### src/rtl/core/dq_pkg.sv
// Shared types and constants for the double-ended queue.
// Holds the command and status codes, the beat structs and the control struct.
// No dependencies.
package dq_pkg;

    localparam int DEFAULT_DEPTH = 16;
    localparam int WORD_W        = 32;
    localparam int OCC_W         = 5;

    typedef enum logic [1:0] {
        CMD_PUSH_BACK  = 2'd0,
        CMD_PUSH_FRONT = 2'd1,
        CMD_POP_BACK   = 2'd2,
        CMD_POP_FRONT  = 2'd3
    } t_cmd;

    typedef enum logic [1:0] {
        ST_OK    = 2'd0,
        ST_EMPTY = 2'd1,
        ST_FULL  = 2'd2
    } t_status;

    typedef struct packed {
        logic [1:0]               command;
        logic signed [WORD_W-1:0] push_value;
    } t_in_item;

    typedef struct packed {
        logic signed [WORD_W-1:0] popped_value;
        logic [1:0]               status;
        logic                     is_empty;
        logic [OCC_W-1:0]         occupancy;
    } t_out_item;

    // Controller to datapath commands.
    typedef struct packed {
        logic accept;   // take the command beat this cycle
        logic respond;  // present the result beat this cycle
    } t_dq_ctl;

endpackage

### src/rtl/core/dq_ram.sv
// Generic simple dual-port RAM: one write port, one read port, registered read.
// No dependencies.
module dq_ram #(
    parameter int WIDTH = 32,
    parameter int DEPTH = 16
) (
    input  logic                     i_clk,
    input  logic                     i_we,
    input  logic [$clog2(DEPTH)-1:0] i_waddr,
    input  logic [WIDTH-1:0]         i_wdata,
    input  logic [$clog2(DEPTH)-1:0] i_raddr,
    output logic [WIDTH-1:0]         o_rdata
);

    logic [WIDTH-1:0] r_mem [DEPTH];
    logic [WIDTH-1:0] r_rdata;

    always_ff @(posedge i_clk) begin
        if (i_we) begin
            r_mem[i_waddr] <= i_wdata;
        end
        r_rdata <= r_mem[i_raddr];
    end

    assign o_rdata = r_rdata;

endmodule

### src/rtl/core/dq_ctrl.sv
// Controller for the double-ended queue: two-state sequencer for accept and reply.
// Depends on dq_pkg.
module dq_ctrl
    import dq_pkg::*;
(
    input  logic    i_clk,
    input  logic    i_rst_n,
    input  logic    start,
    output logic    busy,
    output t_dq_ctl o_ctl
);

    typedef enum logic [1:0] {
        S_IDLE = 2'b01,
        S_RESP = 2'b10
    } t_state;

    t_state r_state;
    t_state n_state;

    always_comb begin
        n_state = r_state;
        case (r_state)
            S_IDLE: begin
                if (start) begin
                    n_state = S_RESP;
                end
            end
            S_RESP: begin
                n_state = S_IDLE;
            end
            default: begin
                n_state = S_IDLE;
            end
        endcase
    end

    always_ff @(posedge i_clk) begin
        if (!i_rst_n) begin
            r_state <= S_IDLE;
        end else begin
            r_state <= n_state;
        end
    end

    assign busy          = (r_state == S_RESP);
    assign o_ctl.accept  = start && (r_state == S_IDLE);
    assign o_ctl.respond = (r_state == S_RESP);

endmodule

### src/rtl/core/dq_datapath.sv
// Datapath for the double-ended queue: head and count registers, ring RAM, result.
// Depends on dq_pkg and dq_ram.
module dq_datapath
    import dq_pkg::*;
#(
    parameter int DEPTH = DEFAULT_DEPTH
) (
    input  logic      i_clk,
    input  logic      i_rst_n,
    input  t_dq_ctl   i_ctl,
    input  t_in_item  i_item,
    output t_out_item o_result
);

    localparam int AW = $clog2(DEPTH);
    localparam int CW = $clog2(DEPTH + 1);
    localparam int PW = CW + 1;
    localparam logic [PW-1:0] DEPTH_P = PW'(DEPTH);
    localparam logic [CW-1:0] FULL_C  = CW'(DEPTH);
    localparam logic [AW-1:0] LAST_A  = AW'(DEPTH - 1);

    logic [AW-1:0]     r_head;
    logic [AW-1:0]     n_head;
    logic [CW-1:0]     r_count;
    logic [CW-1:0]     n_count;
    t_status           r_status;
    t_status           n_status;
    logic              r_pop_ok;
    logic              n_pop_ok;

    logic              full;
    logic              empty;
    logic [PW-1:0]     back_sum;
    logic [PW-1:0]     tail_sum;
    logic [AW-1:0]     back_pos;
    logic [AW-1:0]     tail_pos;
    logic [AW-1:0]     head_dec;
    logic [AW-1:0]     head_inc;

    logic              ram_we;
    logic [AW-1:0]     ram_waddr;
    logic [AW-1:0]     ram_raddr;
    logic [WORD_W-1:0] ram_rdata;

    assign full  = (r_count == FULL_C);
    assign empty = (r_count == '0);

    // Ring positions: the sums stay below twice the depth, so one subtract wraps them.
    assign back_sum = PW'(r_head) + PW'(r_count);
    assign tail_sum = back_sum - PW'(1);
    assign back_pos = (back_sum >= DEPTH_P) ? AW'(back_sum - DEPTH_P) : AW'(back_sum);
    assign tail_pos = (tail_sum >= DEPTH_P) ? AW'(tail_sum - DEPTH_P) : AW'(tail_sum);
    assign head_dec = (r_head == '0) ? LAST_A : r_head - AW'(1);
    assign head_inc = (r_head == LAST_A) ? '0 : r_head + AW'(1);

    always_comb begin
        n_head    = r_head;
        n_count   = r_count;
        n_status  = ST_OK;
        n_pop_ok  = 1'b0;
        ram_we    = 1'b0;
        ram_waddr = back_pos;
        ram_raddr = r_head;
        case (t_cmd'(i_item.command))
            CMD_PUSH_BACK: begin
                if (full) begin
                    n_status = ST_FULL;
                end else begin
                    ram_we  = i_ctl.accept;
                    n_count = r_count + CW'(1);
                end
            end
            CMD_PUSH_FRONT: begin
                if (full) begin
                    n_status = ST_FULL;
                end else begin
                    ram_we    = i_ctl.accept;
                    ram_waddr = head_dec;
                    n_head    = head_dec;
                    n_count   = r_count + CW'(1);
                end
            end
            CMD_POP_BACK: begin
                if (empty) begin
                    n_status = ST_EMPTY;
                end else begin
                    ram_raddr = tail_pos;
                    n_pop_ok  = 1'b1;
                    n_count   = r_count - CW'(1);
                end
            end
            CMD_POP_FRONT: begin
                if (empty) begin
                    n_status = ST_EMPTY;
                end else begin
                    n_head   = head_inc;
                    n_pop_ok = 1'b1;
                    n_count  = r_count - CW'(1);
                end
            end
            default: begin
                n_status = ST_OK;
            end
        endcase
    end

    always_ff @(posedge i_clk) begin
        if (!i_rst_n) begin
            r_head  <= '0;
            r_count <= '0;
        end else if (i_ctl.accept) begin
            r_head  <= n_head;
            r_count <= n_count;
        end
    end

    always_ff @(posedge i_clk) begin
        if (i_ctl.accept) begin
            r_status <= n_status;
            r_pop_ok <= n_pop_ok;
        end
    end

    dq_ram #(
        .WIDTH (WORD_W),
        .DEPTH (DEPTH)
    ) u_ram (
        .i_clk   (i_clk),
        .i_we    (ram_we),
        .i_waddr (ram_waddr),
        .i_wdata (i_item.push_value),
        .i_raddr (ram_raddr),
        .o_rdata (ram_rdata)
    );

    // Count and head already hold the post-command values while the reply is up.
    assign o_result.popped_value = r_pop_ok ? ram_rdata : '0;
    assign o_result.status       = r_status;
    assign o_result.is_empty     = empty;
    assign o_result.occupancy    = OCC_W'(r_count);

endmodule

### src/rtl/core/double_ended_queue.sv
// Top level of the double-ended queue of signed 32-bit words.
// Depends on dq_pkg, dq_ctrl and dq_datapath (which holds dq_ram).
//
//  Channel   | Ports                    | Beat taken when
//  ----------+--------------------------+------------------------------
//  command   | start, busy, i_item      | rising edge with start=1, busy=0
//  result    | o_valid, o_result        | rising edge ending the o_valid cycle
//
// Sequence: in the accept cycle the head and count are updated and the ring
// RAM is written (push) or read (pop); in the next cycle busy is high and the
// result beat is shown from the RAM's registered read port. A new command may
// be accepted in the cycle after that.
// Reset: synchronous, active low; clears the sequencer, head and count. RAM
// contents are not cleared, since an entry is read only after it was pushed.
// Stalls: the receiver cannot hold results off; o_valid lasts exactly one cycle.
module double_ended_queue
    import dq_pkg::*;
#(
    parameter int DEPTH = DEFAULT_DEPTH
) (
    input  logic      i_clk,
    input  logic      i_rst_n,
    input  logic      start,
    output logic      busy,
    input  t_in_item  i_item,
    output logic      o_valid,
    output t_out_item o_result
);

    localparam logic [OCC_W-1:0] FULL_OCC = OCC_W'(DEPTH);

    t_dq_ctl ctl;

    // Sequencer: accept a command, then present its result beat.
    dq_ctrl u_ctrl (
        .i_clk   (i_clk),
        .i_rst_n (i_rst_n),
        .start   (start),
        .busy    (busy),
        .o_ctl   (ctl)
    );

    // Index arithmetic, ring store and result formatting.
    dq_datapath #(
        .DEPTH (DEPTH)
    ) u_datapath (
        .i_clk    (i_clk),
        .i_rst_n  (i_rst_n),
        .i_ctl    (ctl),
        .i_item   (i_item),
        .o_result (o_result)
    );

    assign o_valid = ctl.respond;

    // Every accepted command yields its result beat in the very next cycle.
    a_reply_follows: assert property (@(posedge i_clk) disable iff (!i_rst_n)
        (i_rst_n && start && !busy) |=> o_valid)
        else $error("result beat missing after accepted command");

    // A rejected push only happens with the queue full.
    a_full_reject: assert property (@(posedge i_clk) disable iff (!i_rst_n)
        (o_valid && o_result.status == ST_FULL) |->
        (o_result.occupancy == FULL_OCC && !o_result.is_empty))
        else $error("full status with queue not full");

    // A rejected pop leaves an empty queue and returns zero.
    a_empty_reject: assert property (@(posedge i_clk) disable iff (!i_rst_n)
        (o_valid && o_result.status == ST_EMPTY) |->
        (o_result.is_empty && o_result.popped_value == '0))
        else $error("empty status with entries held or nonzero word");

    // No new command is taken while a result beat is up.
    a_no_overlap: assert property (@(posedge i_clk) disable iff (!i_rst_n)
        o_valid |-> !ctl.accept)
        else $error("command accepted during result beat");

endmodule

### config.mk
export PLATFORM = sky130hd
export DESIGN_NAME = double_ended_queue
export DESIGN_NICKNAME = d
export VERILOG_FILES = /design/src/rtl/core/dq_pkg.sv /design/src/rtl/core/dq_ram.sv /design/src/rtl/core/dq_ctrl.sv /design/src/rtl/core/dq_datapath.sv /design/src/rtl/core/double_ended_queue.sv
export SDC_FILE = /design/constraint.sdc
export NUM_CORES = 1
export LEC_CHECK = 0
export BUFFER_PORTS_ARGS = -buffer_cell sky130_fd_sc_hd__buf_2
export CAP_MARGIN = 10
export CORE_MARGIN = 2
export CORE_UTILIZATION = 47
export DETAILED_ROUTE_END_ITERATION = 6
export GPL_TIMING_DRIVEN = 1
export MAX_ROUTING_LAYER = met4
export PLACE_DENSITY = 0.66
export SKIP_CTS_REPAIR_TIMING = 1
export SLEW_MARGIN = 5
export SYNTH_ARGS = -nofsm -noshare
export SYNTH_HDL_FRONTEND = slang
export SYNTH_SLANG_ARGS = --single-unit
### constraint.sdc
create_clock -name i_clk -period 3.5 [get_ports i_clk]
set_clock_uncertainty 0.05 [all_clocks]
set_input_delay 0.35 -clock i_clk [delete_from_list [all_inputs] [get_ports i_clk]]
set_output_delay 0.35 -clock i_clk [all_outputs]
set_load 0.005 [all_outputs]
# == After elaboration in Yosys (flattened, before gate mapping) ==
# Memories as Yosys holds them, arrays and structs flattened. A register that Yosys moved wholly into a read port is not among the register bits.
# Index checks and enable logic that the tools add are counted.
# word_totals
memories,1
inputBits,37
ram_bits,512
reg_bits,14
wordCells,60
# mem_list
memory,depth,width,rd,rd_ports_with_merged_regs,write_ports,line_no,rtl
u_datapath.u_ram.r_mem,16,32,1,1,1,dq_ram.sv:15,logic [WIDTH-1:0] r_mem [DEPTH];
# classes
muxes,23
reduce_logical,10
n_eq_ne,11
add_sub_neg,8
order_cmp,2
# op_table
operator,count
4-bit 2-to-1 mux,10
32-bit 2-to-1 mux,1
6-bit by 5-bit >= comparator with 1-bit output (second input constant),2
4-bit by 1-bit subtractor with 4-bit output (second input constant),3
5-bit 2-to-1 mux,2
5-bit case mux with 2 select lines,1
2-bit != test (second input constant),4
4-bit case mux with 2 select lines,1
4-bit by 5-bit adder with 6-bit output,1
2-bit equality test (second input constant),3
1-bit 2-to-1 mux,6
6-bit by 1-bit subtractor with 6-bit output (second input constant),1
5-bit by 1-bit adder with 5-bit output (second input constant),1
5-bit equality test (second input constant),1
5-bit logical NOT,1
5-bit by 1-bit subtractor with 5-bit output (second input constant),1
4-bit by 1-bit adder with 4-bit output (second input constant),1
2-bit by 1-bit equality test with 1-bit output (second input constant),2
4-bit equality test (second input constant),1
4-bit logical NOT,1
2-bit case mux with 2 select lines,1
4-bit AND reduction,1
2-bit OR reduction,2
3-bit AND reduction,1
other kinds (5),5

# == Longest topological paths before layout ==
# Gate-level depths: netlist of run 1.
# depth
depth_word,6
mapped_depth,11
mapped_depth_nobuf,9

# == By module ==
# Synthesis of run 1 repeated with hierarchy kept, for this count alone.
# unflattened
cells_unflattened,1004
hier_area_um2,21205.3
# by_module_without_submodules
mod,n_inst,cells_per_inst,area_each_um2
dq_ram,1,838,19835.3
dq_datapath,1,159,1287.5
dq_ctrl,1,7,82.6

# == Worst setup path before layout of run 1 ==
# No wires, ideal clock.
# synth_timing
path_type,register to register
from,reg u_datapath.r_count[1]
to,mem u_datapath.u_ram.r_mem[1][0] (enable)
required_time_ns,3.029
slack_ns,-0.071
t_arrival_ns,3.100
setup_time_ns,0.421
period_less_slack_ns,3.571
stages_incl_launch_ff,9
path_cell_list,dfxtp_1 nor4_4 a21oi_1 and2_1 clkbuf_1 nor2_1 a21oi_1 or2_2 nor2_1
# synth_via
elab_chain_len,5
word_cells_on_any_way,11
cone_classes,2 x add/sub; 1 x order compare; 1 x eq/ne; 7 x mux
# synth_rtl
element,line_no,rtl
from (decl),dq_datapath.sv:24,logic [CW-1:0] r_count;
from (signal assigned),dq_datapath.sv:113,r_count <= n_count;
4-bit by 5-bit adder with 6-bit output / 5-bit equality test (equally long branches),"dq_datapath.sv:49, dq_datapath.sv:45",
6-bit by 5-bit >= comparator with 1-bit output (tied with other cells),dq_datapath.sv:51,assign back_pos = (back_sum >= DEPTH_P) ? AW'(back_sum - DEPTH_P) : AW'(back_sum);
4-bit 2-to-1 mux / 1-bit 2-to-1 mux (equally long branches),-,
4-bit 2-to-1 mux / 1-bit 2-to-1 mux (equally long branches),"dq_datapath.sv:74, dq_ram.sv:19",
4-bit 2-to-1 mux / 1-bit 2-to-1 mux (equally long branches),"dq_datapath.sv:64, dq_ram.sv:20",
to (decl),dq_ram.sv:15,
# Parallel ways exist; a longest one is shown, timed or not.

# == Worst setup path after layout of run 1 ==
# layout_timing
from,reg u_datapath.r_count[0]
to,"reg u_datapath.u_ram.r_rdata[13], in the netlist u_datapath.u_ram.o_rdata[13], read port of u_datapath.u_ram.r_mem"
# layout_via
elab_chain_len,6
word_cells_on_any_way,8
cone_classes,3 x add/sub; 1 x order compare; 3 x mux; 1 x reduce/logical
# layout_rtl
element,line_no,rtl
4-bit by 5-bit adder with 6-bit output,dq_datapath.sv:49,assign back_sum = PW'(r_head) + PW'(r_count);
6-bit by 1-bit subtractor with 6-bit output,dq_datapath.sv:50,assign tail_sum = back_sum - PW'(1);
6-bit by 5-bit >= comparator with 1-bit output / 4-bit by 1-bit subtractor with 4-bit output (equally long branches),dq_datapath.sv:52,assign tail_pos = (tail_sum >= DEPTH_P) ? AW'(tail_sum - DEPTH_P) : AW'(tail_sum);
4-bit 2-to-1 mux,dq_datapath.sv:52,
4-bit 2-to-1 mux *,dq_datapath.sv:84,if (empty) begin
4-bit 2-to-1 mux *,dq_datapath.sv:64,case (t_cmd'(i_item.command))
to (decl),dq_ram.sv:16,logic [WIDTH-1:0] r_rdata;
# Mark *: on every way between the ends. The rest lies on a longest branch, timed or not.
# A chain may end at the register's enable or synchronous reset.

==> results.rst, run 1 <==
.. list-table::
   :header-rows: 1

   * - Metric
     - Value
   * - Minimum setup slack in the final design
     - 0.265 ns
   * - Category of the most critical setup path
     - reg2reg
   * - Area Growth Syn to Fin
     - 15.0%
   * - Achievable Freq
     - 0.309 GHz
   * - Starting utilization of the core area
     - 47.9%
   * - Hpwl dp
     - 28000 um
   * - Global-route wire length before repair
     - 77400 um
   * - Required arrival time at the worst endpoint
     - 3.97 ns
   * - NumNets Final
     - roughly 1.7k
   * - Detailed Routing Iterations Pass 1
     - 5
   * - Cell at the root of the clock tree
     - clkbuf_16
   * - Final hold vios
     - 0
   * - Setup repair after global routing missed its margin
     - no
   * - Ordered list of cells on the worst path
     - ha_1, fa_1, xor2_1, nor3_1, xnor3_1, nor3b_2, nor3_2, buf_4, a22oi_1, o221ai_1
   * - Die span in x
     - 220 um
   * - Clk buf depth
     - 3
   * - Post-synth top flop
     - edfxtp_1
   * - Number of top-level design ports
     - 79
   * - Setup violation total in the final timing report
     - 0
   * - Worst hold endpoint
     - u_datapath.r_head[0]
   * - Remaining antenna violation count
     - 0
   * - Wire per inst
     - 22.5 um
   * - Cts bufs inserted
     - 54
   * - Max capacitance violation total
     - 0
   * - Vertical extent of the die
     - 220 um
   * - Highest net fanout along the worst path
     - 10
   * - CP max stage cell
     - nor3_2
   * - Combined area of the multi-input logic cells
     - 5100 um^2
   * - Via density per instance
     - 5.83
   * - Startpoint of the worst-slack reg-to-reg timing path
     - u_datapath.r_count[0]
   * - Pre-CTS setup slack
     - 0.195 ns
   * - Number of different library cells in the post-synthesis netlist
     - 48
   * - Highest-count cells in the layout ignoring fill and taps
     - edfxtp_1, nand2_1, a21oi_1
   * - Via count of the first global-routing pass
     - 13.0k
   * - Worst hold stages
     - 2
   * - Core Area
     - 45600 um^2
   * - Fraction of final layout cells with drive strength greater than 1
     - 14.4%
   * - Synthesized cell area
     - 21800 um^2
   * - Dpl cells
     - 2174
   * - Most frequent standard cell in the layout excluding fill and tap cells
     - edfxtp_1
   * - Cells after synthesis
     - 1541
   * - Core Rows
     - 78
   * - Depth of the worst register-to-register path
     - 10
   * - Pin count of the biggest net entering global routing
     - 84
   * - Slew of the pin with the lowest slew margin
     - 0.866 ns
   * - Total overflow reported by the global router
     - 0
   * - Critical path launch point type
     - register
   * - Async set-or-reset flop fraction in the synthesized netlist
     - 0%
   * - Kind of end point of the critical path
     - register
   * - Peak per-stage delay on the critical path
     - 0.72 ns
   * - Worst reg2reg path endpoint
     - u_datapath.u_ram.o_rdata[13]
   * - Port Buf Inserts
     - 78
   * - VDD IR max
     - 0.458 mV
   * - Leakage dissipation
     - 8.73 nW
   * - Total wire length
     - 51300 um
   * - Filler Cell Count
     - about 3.6k
   * - Max-slew violation count
     - 0
   * - CTS sink cnt
     - 558
   * - Total number of vias
     - 13.3k
   * - H-tree Lvls
     - 2
   * - Final worst path period share
     - 92.4%
   * - Last weighted congestion value of the routability-driven placer
     - roughly 0.80
   * - DRC violations left
     - 0
   * - Clock slew at reported path FFs
     - 0.06 ns
   * - Power density normalized to cell area
     - roughly 680 nW/um^2
   * - Flop2flop setup slack
     - 0.26 ns
   * - Class of the most critical hold timing path
     - in2reg
   * - Tmin final
     - 3.24 ns
   * - Yosys synthesis warning count
     - 0
   * - TritonCTS clock tree
     - done
   * - Clock latency on the worst-skew pair
     - approximately 0.61 ns
   * - Total GRT Usage
     - 22.1%
   * - Synth Area per Inst
     - 14.2 um^2
   * - Crit path DAT
     - 3.70 ns
   * - Synthesis-stage register bit count
     - 558
   * - Number of enable flip-flop cells after synthesis
     - 515
   * - Sequential element share of the synthesized area
     - between 70 and 80%
   * - Remaining max-slew budget at the tightest pin
     - approximately two fifths
   * - Reg area
     - 16300 um^2
   * - Post-synth net total
     - 1589
   * - Detailed Route Iter0 Violations
     - 1347
   * - Status
     - finished, final reports clean
   * - Initial antenna violation count
     - 3
   * - Full die area
     - 48200 um^2
   * - Hold Crit Start
     - i_rst_n
   * - Final Instance Count excl. Fillers
     - 2278
report_power, final:
part / total (mW) / internal (mW) / switching [mW]
clock: 5.73 / 3.31 / 2.42
combinational: 3.49 / 1.35 / 2.14
sequential: 7.81 / 7.63 / 0.179
how the worst max path moves through the flow:
stage                                               end  depth (start not counted)             startpoint  slack, ns
after floorplan           u_datapath.u_ram.r_mem[13][0]                          8  u_datapath.r_count[1]      -0.07
after global placement     u_datapath.u_ram.o_rdata[17]                         10  u_datapath.r_count[0]       0.34
after detailed placement   u_datapath.u_ram.o_rdata[16]                         10  u_datapath.r_count[0]       0.20
after CTS                  u_datapath.u_ram.o_rdata[21]                         10  u_datapath.r_count[0]       0.19
after global routing       u_datapath.u_ram.o_rdata[21]                         10   u_datapath.r_head[0]       0.17
final                      u_datapath.u_ram.o_rdata[13]                         10  u_datapath.r_count[0]       0.26
state kept, by name, indices dropped and copies added (netlist names):
signal	count
u_ctrl.r_state	2
u_datapath.u_ram.o_rdata	32
u_datapath.r_count	5
u_datapath.r_head	4
u_datapath.u_ram.r_mem	512
u_datapath.r_pop_ok	1
u_datapath.r_status	2
routing by layer:
metal  routed length, um  up-vias  track usage, %
met5                   0        -               -
met4                1170        0            6.71
met3                3210       92            2.91
met2               25500      455            36.0
met1               21400     6689            29.1
li1                    -     6043               -
critical path, delay by kind of cell, from the launching register on:
| family | cells | cell delay (ns) |
|---|---|---|
| adder cells (fa/ha/maj) | 2 | 0.60 |
| XOR/XNOR | 2 | 0.49 |
| AO/OA/AOI/OAI | 2 | 0.21 |
| AND/OR/NAND/NOR | 3 | 1.15 |
| buffers and inverters | 1 | 0.34 |
| flip-flops | 1 | 0.31 |
kinds of logic (layout without fill, tap and decap cells):
kind of cell	count (synthesis)	in the layout	synth area share, %
DFF	558	558	74.7
and+or+nand+nor	478	478	8.94
AOI/OAI and AO/OA	355	355	11.9
buffers and inverters	116	251	2.66
xor gates and xnor gates	13	13	0.584
adders and majority gates	11	11	0.699
muxes	10	10	0.487
other	0	2	0
cells in the mapped netlist, types with 2 or more instances:
master,n,area share (%)
clkbuf_1,33,0.57
a32o_1,62,2.8
ha_1,9,0.52
inv_1,11,0.19
and2_1,38,1.1
or4_1,2,0.069
xor2_1,3,0.12
nand2b_1,3,0.086
fa_1,2,0.18
o21ai_0,7,0.16
nand2_1,394,6.8
edfxtp_1,515,71
nor3_1,5,0.11
mux2i_1,8,0.37
nand3_1,2,0.046
a21oi_1,139,3.2
nor2_1,25,0.43
o221ai_1,32,1.3
buf_6,7,0.36
a221oi_1,4,0.16
nor2b_1,4,0.11
a22oi_1,31,1.1
buf_2,59,1.4
a32oi_1,62,2.5
o21a_1,3,0.10
buf_4,5,0.17
nor3b_1,2,0.069
xnor2_1,9,0.36
a41oi_1,2,0.080
a21o_1,3,0.10
dfxtp_1,43,3.9
metrics by stage:
stage / hold slack [ns] / utilization [%] / total power [mW] / TNS [ns] / area (um^2)
4_1_cts: 0.000634 / 55.1 / 17.1 / 0 / 25100
6_report: 0.0215 / 55.1 / 17.0 / 0 / 25100
3_3_place_gp: 0.606 / 51.2 / 11.4 / 0 / 23400
3_5_place_dp: 0.604 / 51.2 / 11.5 / 0 / 23400
2_1_floorplan: 0.399 / - / 10.3 / -16.65 / 21900
5_1_grt: 0.0290 / 55.1 / 17.7 / 0 / 25100
area by class of cell:
| type | count | area share, % |
|---|---|---|
| flip-flops and latches | 558 | 65.0 |
| multi-input cells | 867 | 20.3 |
| clock buffers | 89 | 6.31 |
| repair buffers | 138 | 4.54 |
| well taps | 600 | 2.99 |
| clock inverters | 13 | 0.663 |
| inverters | 11 | 0.164 |
| diodes | 2 | 0.0199 |
No activity file was read; power rests on OpenSTA's default activity.
==> inputs of run 2 (changes only) <==
==> constraint.sdc (replaced) <==
create_clock -name i_clk -period 3.5 [get_ports i_clk]
set_clock_uncertainty 0.05 [all_clocks]
set_input_delay 0.875 -clock i_clk [delete_from_list [all_inputs] [get_ports i_clk]]
set_output_delay 0.875 -clock i_clk [all_outputs]
set_load 0.005 [all_outputs]
==> results.rst, run 2 (synthesis results as in run 1) <==
.. list-table::
   :header-rows: 1

   * - Metric
     - Value
   * - Dpl cells
     - 2194 (was 2174)
   * - Power density normalized to cell area
     - 677 nW/um^2 (was 678 nW/um^2)
   * - End-of-flow core utilization
     - 55.7% (was 55.1%)
   * - Max capacitance violation total
     - 0 (unchanged)
   * - Achievable Freq
     - 0.305 GHz (was 0.309 GHz)
   * - Via density per instance
     - 5.80 (was 5.83)
   * - Global-route wire length before repair
     - 76200 um (was 77400 um)
   * - Instance area at placement
     - 23600 um^2 (was 23400 um^2)
   * - NumNets Final
     - 1698 (was 1678)
   * - Total GRT Usage
     - 21.6% (was 22.1%)
   * - CP max stage cell
     - fa_1 (was nor3_2)
   * - Core Area
     - 45600 um^2 (unchanged)
   * - Remaining antenna violation count
     - 0 (unchanged)
   * - Die span in x
     - 220 um (unchanged)
   * - Status
     - finished, final reports clean (unchanged)
   * - DRC violations left
     - 0 (unchanged)
   * - Class of the most critical hold timing path
     - in2reg (unchanged)
   * - Required arrival time at the worst endpoint
     - 3.92 ns (was 3.97 ns)
   * - Final worst path period share
     - 93.7% (was 92.4%)
   * - Total wire length
     - 50000 um (was 51300 um)
   * - Core Rows
     - 78 (unchanged)
   * - Starting utilization of the core area
     - 47.9% (unchanged)
   * - Total overflow reported by the global router
     - 0 (unchanged)
   * - Slew of the pin with the lowest slew margin
     - 0.451 ns (was 0.866 ns)
   * - Setup repair after global routing missed its margin
     - no (unchanged)
   * - Total number of vias
     - 13.3k (about the same)
   * - Peak per-stage delay on the critical path
     - 0.41 ns (was 0.72 ns)
   * - Final Instance Count excl. Fillers
     - 2297 (was 2278)
   * - TritonCTS clock tree
     - done (unchanged)
   * - CTS sink cnt
     - 558 (unchanged)
   * - Highest-count cells in the layout ignoring fill and taps
     - edfxtp_1, nand2_1, a21oi_1 (unchanged)
   * - Ordered list of cells on the worst path
     - ha_1, fa_1, xor2_2, nor3_1, xnor3_1, a21boi_2, nor2_1, nand2_1, buf_4, buf_4, o221ai_1 (was ha_1, fa_1, xor2_1, nor3_1, xnor3_1, nor3b_2, nor3_2, buf_4, a22oi_1, o221ai_1)
   * - Full die area
     - 48200 um^2 (unchanged)
   * - Highest net fanout along the worst path
     - 12 (was 10)
   * - Critical path launch point type
     - register (unchanged)
   * - H-tree Lvls
     - 2 (unchanged)
   * - Flip-flop count of the largest register, all copies and words added
     - 512 (unchanged)
   * - Area Growth Syn to Fin
     - 16.3% (was 15.0%)
   * - Most used cell, CP
     - buf_4
   * - Leakage dissipation
     - 8.87 nW (was 8.73 nW)
   * - Vertical extent of the die
     - 220 um (unchanged)
   * - Detailed Route Iter0 Violations
     - 1299 (was 1347)
   * - Fraction of final layout cells with drive strength greater than 1
     - 16.0% (was 14.4%)
   * - Category of the most critical setup path
     - reg2reg (unchanged)
   * - Clock latency on the worst-skew pair
     - 0.61 ns (about the same)
   * - Final design area excluding fillers
     - 25400 um^2 (was 25100 um^2)
   * - Kind of end point of the critical path
     - register (unchanged)
   * - Detailed Routing Iterations Pass 1
     - 7 (was 5)
   * - Clock slew at reported path FFs
     - 0.06 ns (about the same)
   * - Cts bufs inserted
     - 54 (unchanged)
   * - Setup violation total in the final timing report
     - 0 (unchanged)
   * - Remaining max-slew budget at the tightest pin
     - 70.0% (was 41.9%)
   * - Port Buf Inserts
     - 78 (unchanged)
   * - Filler Cell Count
     - 3560 (was 3617)
   * - VDD IR max
     - 0.469 mV (was 0.458 mV)
   * - Initial antenna violation count
     - 2 (was 3)
   * - Via count of the first global-routing pass
     - 13.0k (about the same)
   * - Clk buf depth
     - 3 (unchanged)
   * - Pin count of the biggest net entering global routing
     - 62 (was 84)
   * - Final hold vios
     - 0 (unchanged)
   * - Wire per inst
     - 21.8 um (was 22.5 um)
   * - Crit path DAT
     - 3.70 ns (about the same)
   * - Number of top-level design ports
     - 79 (unchanged)
   * - Register bank with the most flops
     - u_datapath.u_ram.r_mem (unchanged)
   * - Hpwl dp
     - 28200 um (was 28000 um)
   * - Max-slew violation count
     - 0 (unchanged)
   * - Most frequent standard cell in the layout excluding fill and tap cells
     - edfxtp_1 (unchanged)
   * - Tmin final
     - 3.28 ns (was 3.24 ns)
   * - Last weighted congestion value of the routability-driven placer
     - 0.803 (was 0.797)
   * - Cell at the root of the clock tree
     - clkbuf_16 (unchanged)
run 2: cell count changes in the layout (fill, tap and decap cells not counted), moves of 2 or more:
cell	before	now
clkinv_2	3	12
buf_4	36	47
inv_16	0	2
clkbuf_8	8	5
clkinvlp_4	0	6
clkbuf_1	26	14
buf_12	24	33
run 2: layout make-up:
class | count | area (um^2) | share of cell area, %
clock buffer | 73 | 1470 | 5.80
sequential | 558 | 16300 | 64.3
tap | 600 | 751 | 2.96
inverter | 11 | 41.3 | 0.163
timing repair buffer | 158 | 1400 | 5.53
multi-input combinational | 867 | 5100 | 20.1
antenna | 2 | 5.00 | 0.0197
clock inverter | 28 | 293 | 1.15
run 2: stage by stage:
step	setup TNS, ns	hold slack [ns]	setup slack, ns	power (mW)
after floorplan	-36.07	0.492	-0.376	10.3
after global placement	0	0.564	0.241	11.5
after detailed placement	0	0.582	0.197	11.6
after CTS	0	0.502	0.156	17.3
after global routing	0	0.532	0.0559	17.9
final	0	0.531	0.220	17.2
run 2: worst paths after layout:
path	from	endpoint	slack, ns	cells after the start
hold / removal	i_rst_n	u_datapath.r_count[1]	0.53	2
setup reg to reg	u_datapath.r_count[0]	u_datapath.u_ram.o_rdata[1]	0.22	11
hold reg to reg	u_datapath.r_head[2]	u_datapath.r_head[2]	0.58	2
setup / recovery	u_datapath.r_count[0]	u_datapath.u_ram.o_rdata[1]	0.22	11
run 2: worst max-delay path, delay by kind of cell (launching register included):
family	cells	cell delay [ns]
XOR/XNOR	2	0.48
flip-flops	1	0.38
AO/OA/AOI/OAI	2	0.52
AND/OR/NAND/NOR	3	0.45
buffers and inverters	2	0.58
adder cells (fa/ha/maj)	2	0.67
run 2: where the power goes:
| part | leakage, nW | internal [mW] | switching, mW | total (mW) |
|---|---|---|---|---|
| combinational | 3.02 | 1.48 | 2.18 | 3.66 |
| clock | 0.853 | 3.27 | 2.50 | 5.77 |
| sequential | 5.00 | 7.63 | 0.135 | 7.76 |
run 2: routing by layer:
| layer | part of all wire (%) | wire, um | GRT usage, % |
|---|---|---|---|
| met1 | 43 | 21500 | 28.3 |
| met2 | 49 | 24300 | 34.8 |
| met3 | 5.7 | 2850 | 3.02 |
| met4 | 2.8 | 1380 | 7.32 |
| met5 | 0 | 0 | - |
==> inputs of run 3 (changes only) <==
--- a/config.mk
+++ b/config.mk
@@ -7,12 +7,15 @@
 export LEC_CHECK = 0
 export BUFFER_PORTS_ARGS = -buffer_cell sky130_fd_sc_hd__buf_2
 export CAP_MARGIN = 10
+export CELL_PAD_IN_SITES_DETAIL_PLACEMENT = 1
+export CELL_PAD_IN_SITES_GLOBAL_PLACEMENT = 2
 export CORE_MARGIN = 2
-export CORE_UTILIZATION = 47
+export CORE_UTILIZATION = 40
 export DETAILED_ROUTE_END_ITERATION = 6
 export GPL_TIMING_DRIVEN = 1
+export HOLD_SLACK_MARGIN = 0.06
 export MAX_ROUTING_LAYER = met4
-export PLACE_DENSITY = 0.66
+export PLACE_DENSITY_LB_ADDON = 0.1
 export SKIP_CTS_REPAIR_TIMING = 1
 export SLEW_MARGIN = 5
 export SYNTH_ARGS = -nofsm -noshare
==> results.rst, run 3 (synthesis results as in run 1) <==
.. list-table::
   :header-rows: 1

   * - Metric
     - Value
   * - Status
     - finished, final reports clean (unchanged)
   * - Pin count of the biggest net entering global routing
     - 85 (was 62)
   * - Starting utilization of the core area
     - 40.5% (was 47.9%)
   * - Total wire length
     - 57500 um (was 50000 um)
   * - H-tree Lvls
     - 2 (unchanged)
   * - Register bank with the most flops
     - u_datapath.u_ram.r_mem (unchanged)
   * - Cell at the root of the clock tree
     - clkbuf_16 (unchanged)
   * - Worst hold stages
     - 2 (unchanged)
   * - Hpwl dp
     - 33100 um (was 28200 um)
   * - Clock slew at reported path FFs
     - 0.06 ns (about the same)
   * - Internal Pwr Total
     - 12.4 mW (about the same)
   * - Net Switching
     - 4.97 mW (was 4.81 mW)
   * - Global-route wire length before repair
     - 88100 um (was 76200 um)
   * - Max-slew violation count
     - 0 (unchanged)
   * - Die span in x
     - 238 um (was 220 um)
   * - Setup_tns
     - 0 ns (unchanged)
   * - Total GRT Usage
     - 21.3% (was 21.6%)
   * - Class of the most critical hold timing path
     - in2reg (unchanged)
   * - Setup violation total in the final timing report
     - 0 (unchanged)
   * - Tmin final
     - 3.15 ns (was 3.28 ns)
   * - VDD IR max
     - 0.399 mV (was 0.469 mV)
   * - Detailed Routing Iterations Pass 1
     - 5 (was 7)
   * - Fraction of final layout cells with drive strength greater than 1
     - 15.7% (was 16.0%)
   * - Full die area
     - 56500 um^2 (was 48200 um^2)
   * - TritonCTS clock tree
     - done (unchanged)
   * - Highest net fanout along the worst path
     - 20 (was 12)
   * - Category of the most critical setup path
     - reg2reg (unchanged)
   * - Core Area
     - 53900 um^2 (was 45600 um^2)
   * - Detailed Route Iter0 Violations
     - 763 (was 1299)
   * - Pre-CTS setup slack
     - 0.342 ns (was 0.197 ns)
   * - Minimum setup slack in the final design
     - 0.347 ns (was 0.220 ns)
   * - Setup repair after global routing missed its margin
     - no (unchanged)
   * - Via count of the first global-routing pass
     - 14.0k (was 13.0k)
   * - Critical path launch point type
     - register (unchanged)
   * - Clock latency on the worst-skew pair
     - 0.61 ns (about the same)
   * - Clock power frac
     - 34.0% (was 33.6%)
   * - Highest-count cells in the layout ignoring fill and taps
     - edfxtp_1, nand2_1, a21oi_1 (unchanged)
   * - Initial antenna violation count
     - 3 (was 2)
   * - Port Buf Inserts
     - 78 (unchanged)
   * - Max capacitance violation total
     - 0 (unchanged)
   * - Total Power Consumption
     - 17.4 mW (was 17.2 mW)
   * - Area Growth Syn to Fin
     - 16.9% (was 16.3%)
   * - Switching part of the total power
     - 28.6% (was 28.0%)
   * - Clk buf depth
     - 3 (unchanged)
   * - Cts bufs inserted
     - 59 (was 54)
   * - Vertical extent of the die
     - 238 um (was 220 um)
   * - Final worst path period share
     - 90.1% (was 93.7%)
   * - Logic pwr share
     - 21.2% (was 21.3%)
   * - NumNets Final
     - 1700 (was 1698)
   * - Number of top-level design ports
     - 79 (unchanged)
   * - CTS sink cnt
     - 558 (unchanged)
   * - DRC violations left
     - 0 (unchanged)
   * - Power density normalized to cell area
     - 682 nW/um^2 (was 677 nW/um^2)
   * - Worst hold margin
     - 0.551 ns (was 0.531 ns)
   * - Most frequent standard cell in the layout excluding fill and tap cells
     - edfxtp_1 (unchanged)
   * - Remaining max-slew budget at the tightest pin
     - 68.8% (was 70.0%)
   * - Via density per instance
     - 5.50 (was 5.80)
   * - Core Rows
     - 85 (was 78)
   * - Achievable Freq
     - 0.317 GHz (was 0.305 GHz)
   * - Final hold vios
     - 0 (unchanged)
   * - Required arrival time at the worst endpoint
     - 3.95 ns (was 3.92 ns)
   * - Total overflow reported by the global router
     - 0 (unchanged)
   * - Crit path DAT
     - 3.61 ns (was 3.70 ns)
   * - Kind of end point of the critical path
     - register (unchanged)
   * - Depth of the worst register-to-register path
     - 11 (unchanged)
   * - Flip-flop count of the largest register, all copies and words added
     - 512 (unchanged)
   * - Sequential fraction of design power
     - 44.8% (was 45.2%)
   * - Last weighted congestion value of the routability-driven placer
     - 0.735 (was 0.803)
   * - Total number of vias
     - 13.2k (was 13.3k)
   * - Slew of the pin with the lowest slew margin
     - 0.466 ns (was 0.451 ns)
   * - Leakage dissipation
     - 8.90 nW (was 8.87 nW)
   * - Remaining antenna violation count
     - 0 (unchanged)
   * - Wire per inst
     - 24.0 um (was 21.8 um)
==> run 3: worst paths after layout <==
path,startpoint,to,slack [ns]
max,u_datapath.r_head[0],u_datapath.u_ram.o_rdata[31],0.35
min,i_rst_n,u_datapath.r_head[0],0.55
max reg2reg,u_datapath.r_head[0],u_datapath.u_ram.o_rdata[31],0.35
min reg2reg,u_datapath.r_head[3],u_datapath.r_head[3],0.63
==> run 3: power by group through the flow <==
| stage | clock network (mW) | logic [mW] | registers [mW] |
|---|---|---|---|
| after floorplan | 0 | 2.42 | 7.84 |
| after global placement | 0 | 3.70 | 7.95 |
| after detailed placement | 0 | 3.75 | 7.94 |
| after CTS | 6.07 | 3.77 | 7.80 |
| after global routing | 6.30 | 4.12 | 7.82 |
| final | 5.91 | 3.70 | 7.79 |
==> run 3: final cells by class <==
type                    instances  area [um^2]
clock buffers                  88         1670
multi-input cells             867         5100
clock inverters                24          158
repair buffers                155         1370
well taps                     696          871
diodes                          2         5.00
inverters                      11         41.3
fillers                      5324        28400
flip-flops and latches        558        16300
==> run 3: metrics by stage <==
step | instance area, um^2 | cells | utilization [%]
6_report | 25500 | 2401 | 47.4
5_1_grt | 25500 | 2401 | 47.4
4_1_cts | 25500 | 2399 | 47.3
3_5_place_dp | 23700 | 2287 | 44.0
3_3_place_gp | 23700 | 2287 | 44.0
2_1_floorplan | 21900 | 1541 | -
==> run 3: worst max-delay path, stage by stage (launching register included) <==
cell and delay (ns):
dfxtp_1 0.44, ha_1 0.23, fa_1 0.46, nor3_1 0.22
xnor3_1 0.28, nor3b_1 0.16, buf_4 0.17, o21a_2 0.20
buf_4 0.27, a22oi_1 0.21, o221ai_1 0.16, buf_4 0.17
==> run 3: layer usage <==
metal  vias up  GRT usage [%]  routed length [um]
li1       6087              -                   -
met1      6848           28.8               26700
met2       185           33.9               27700
met3        94           3.38                1880
met4         0           5.24                1300
met5         -              -                   0
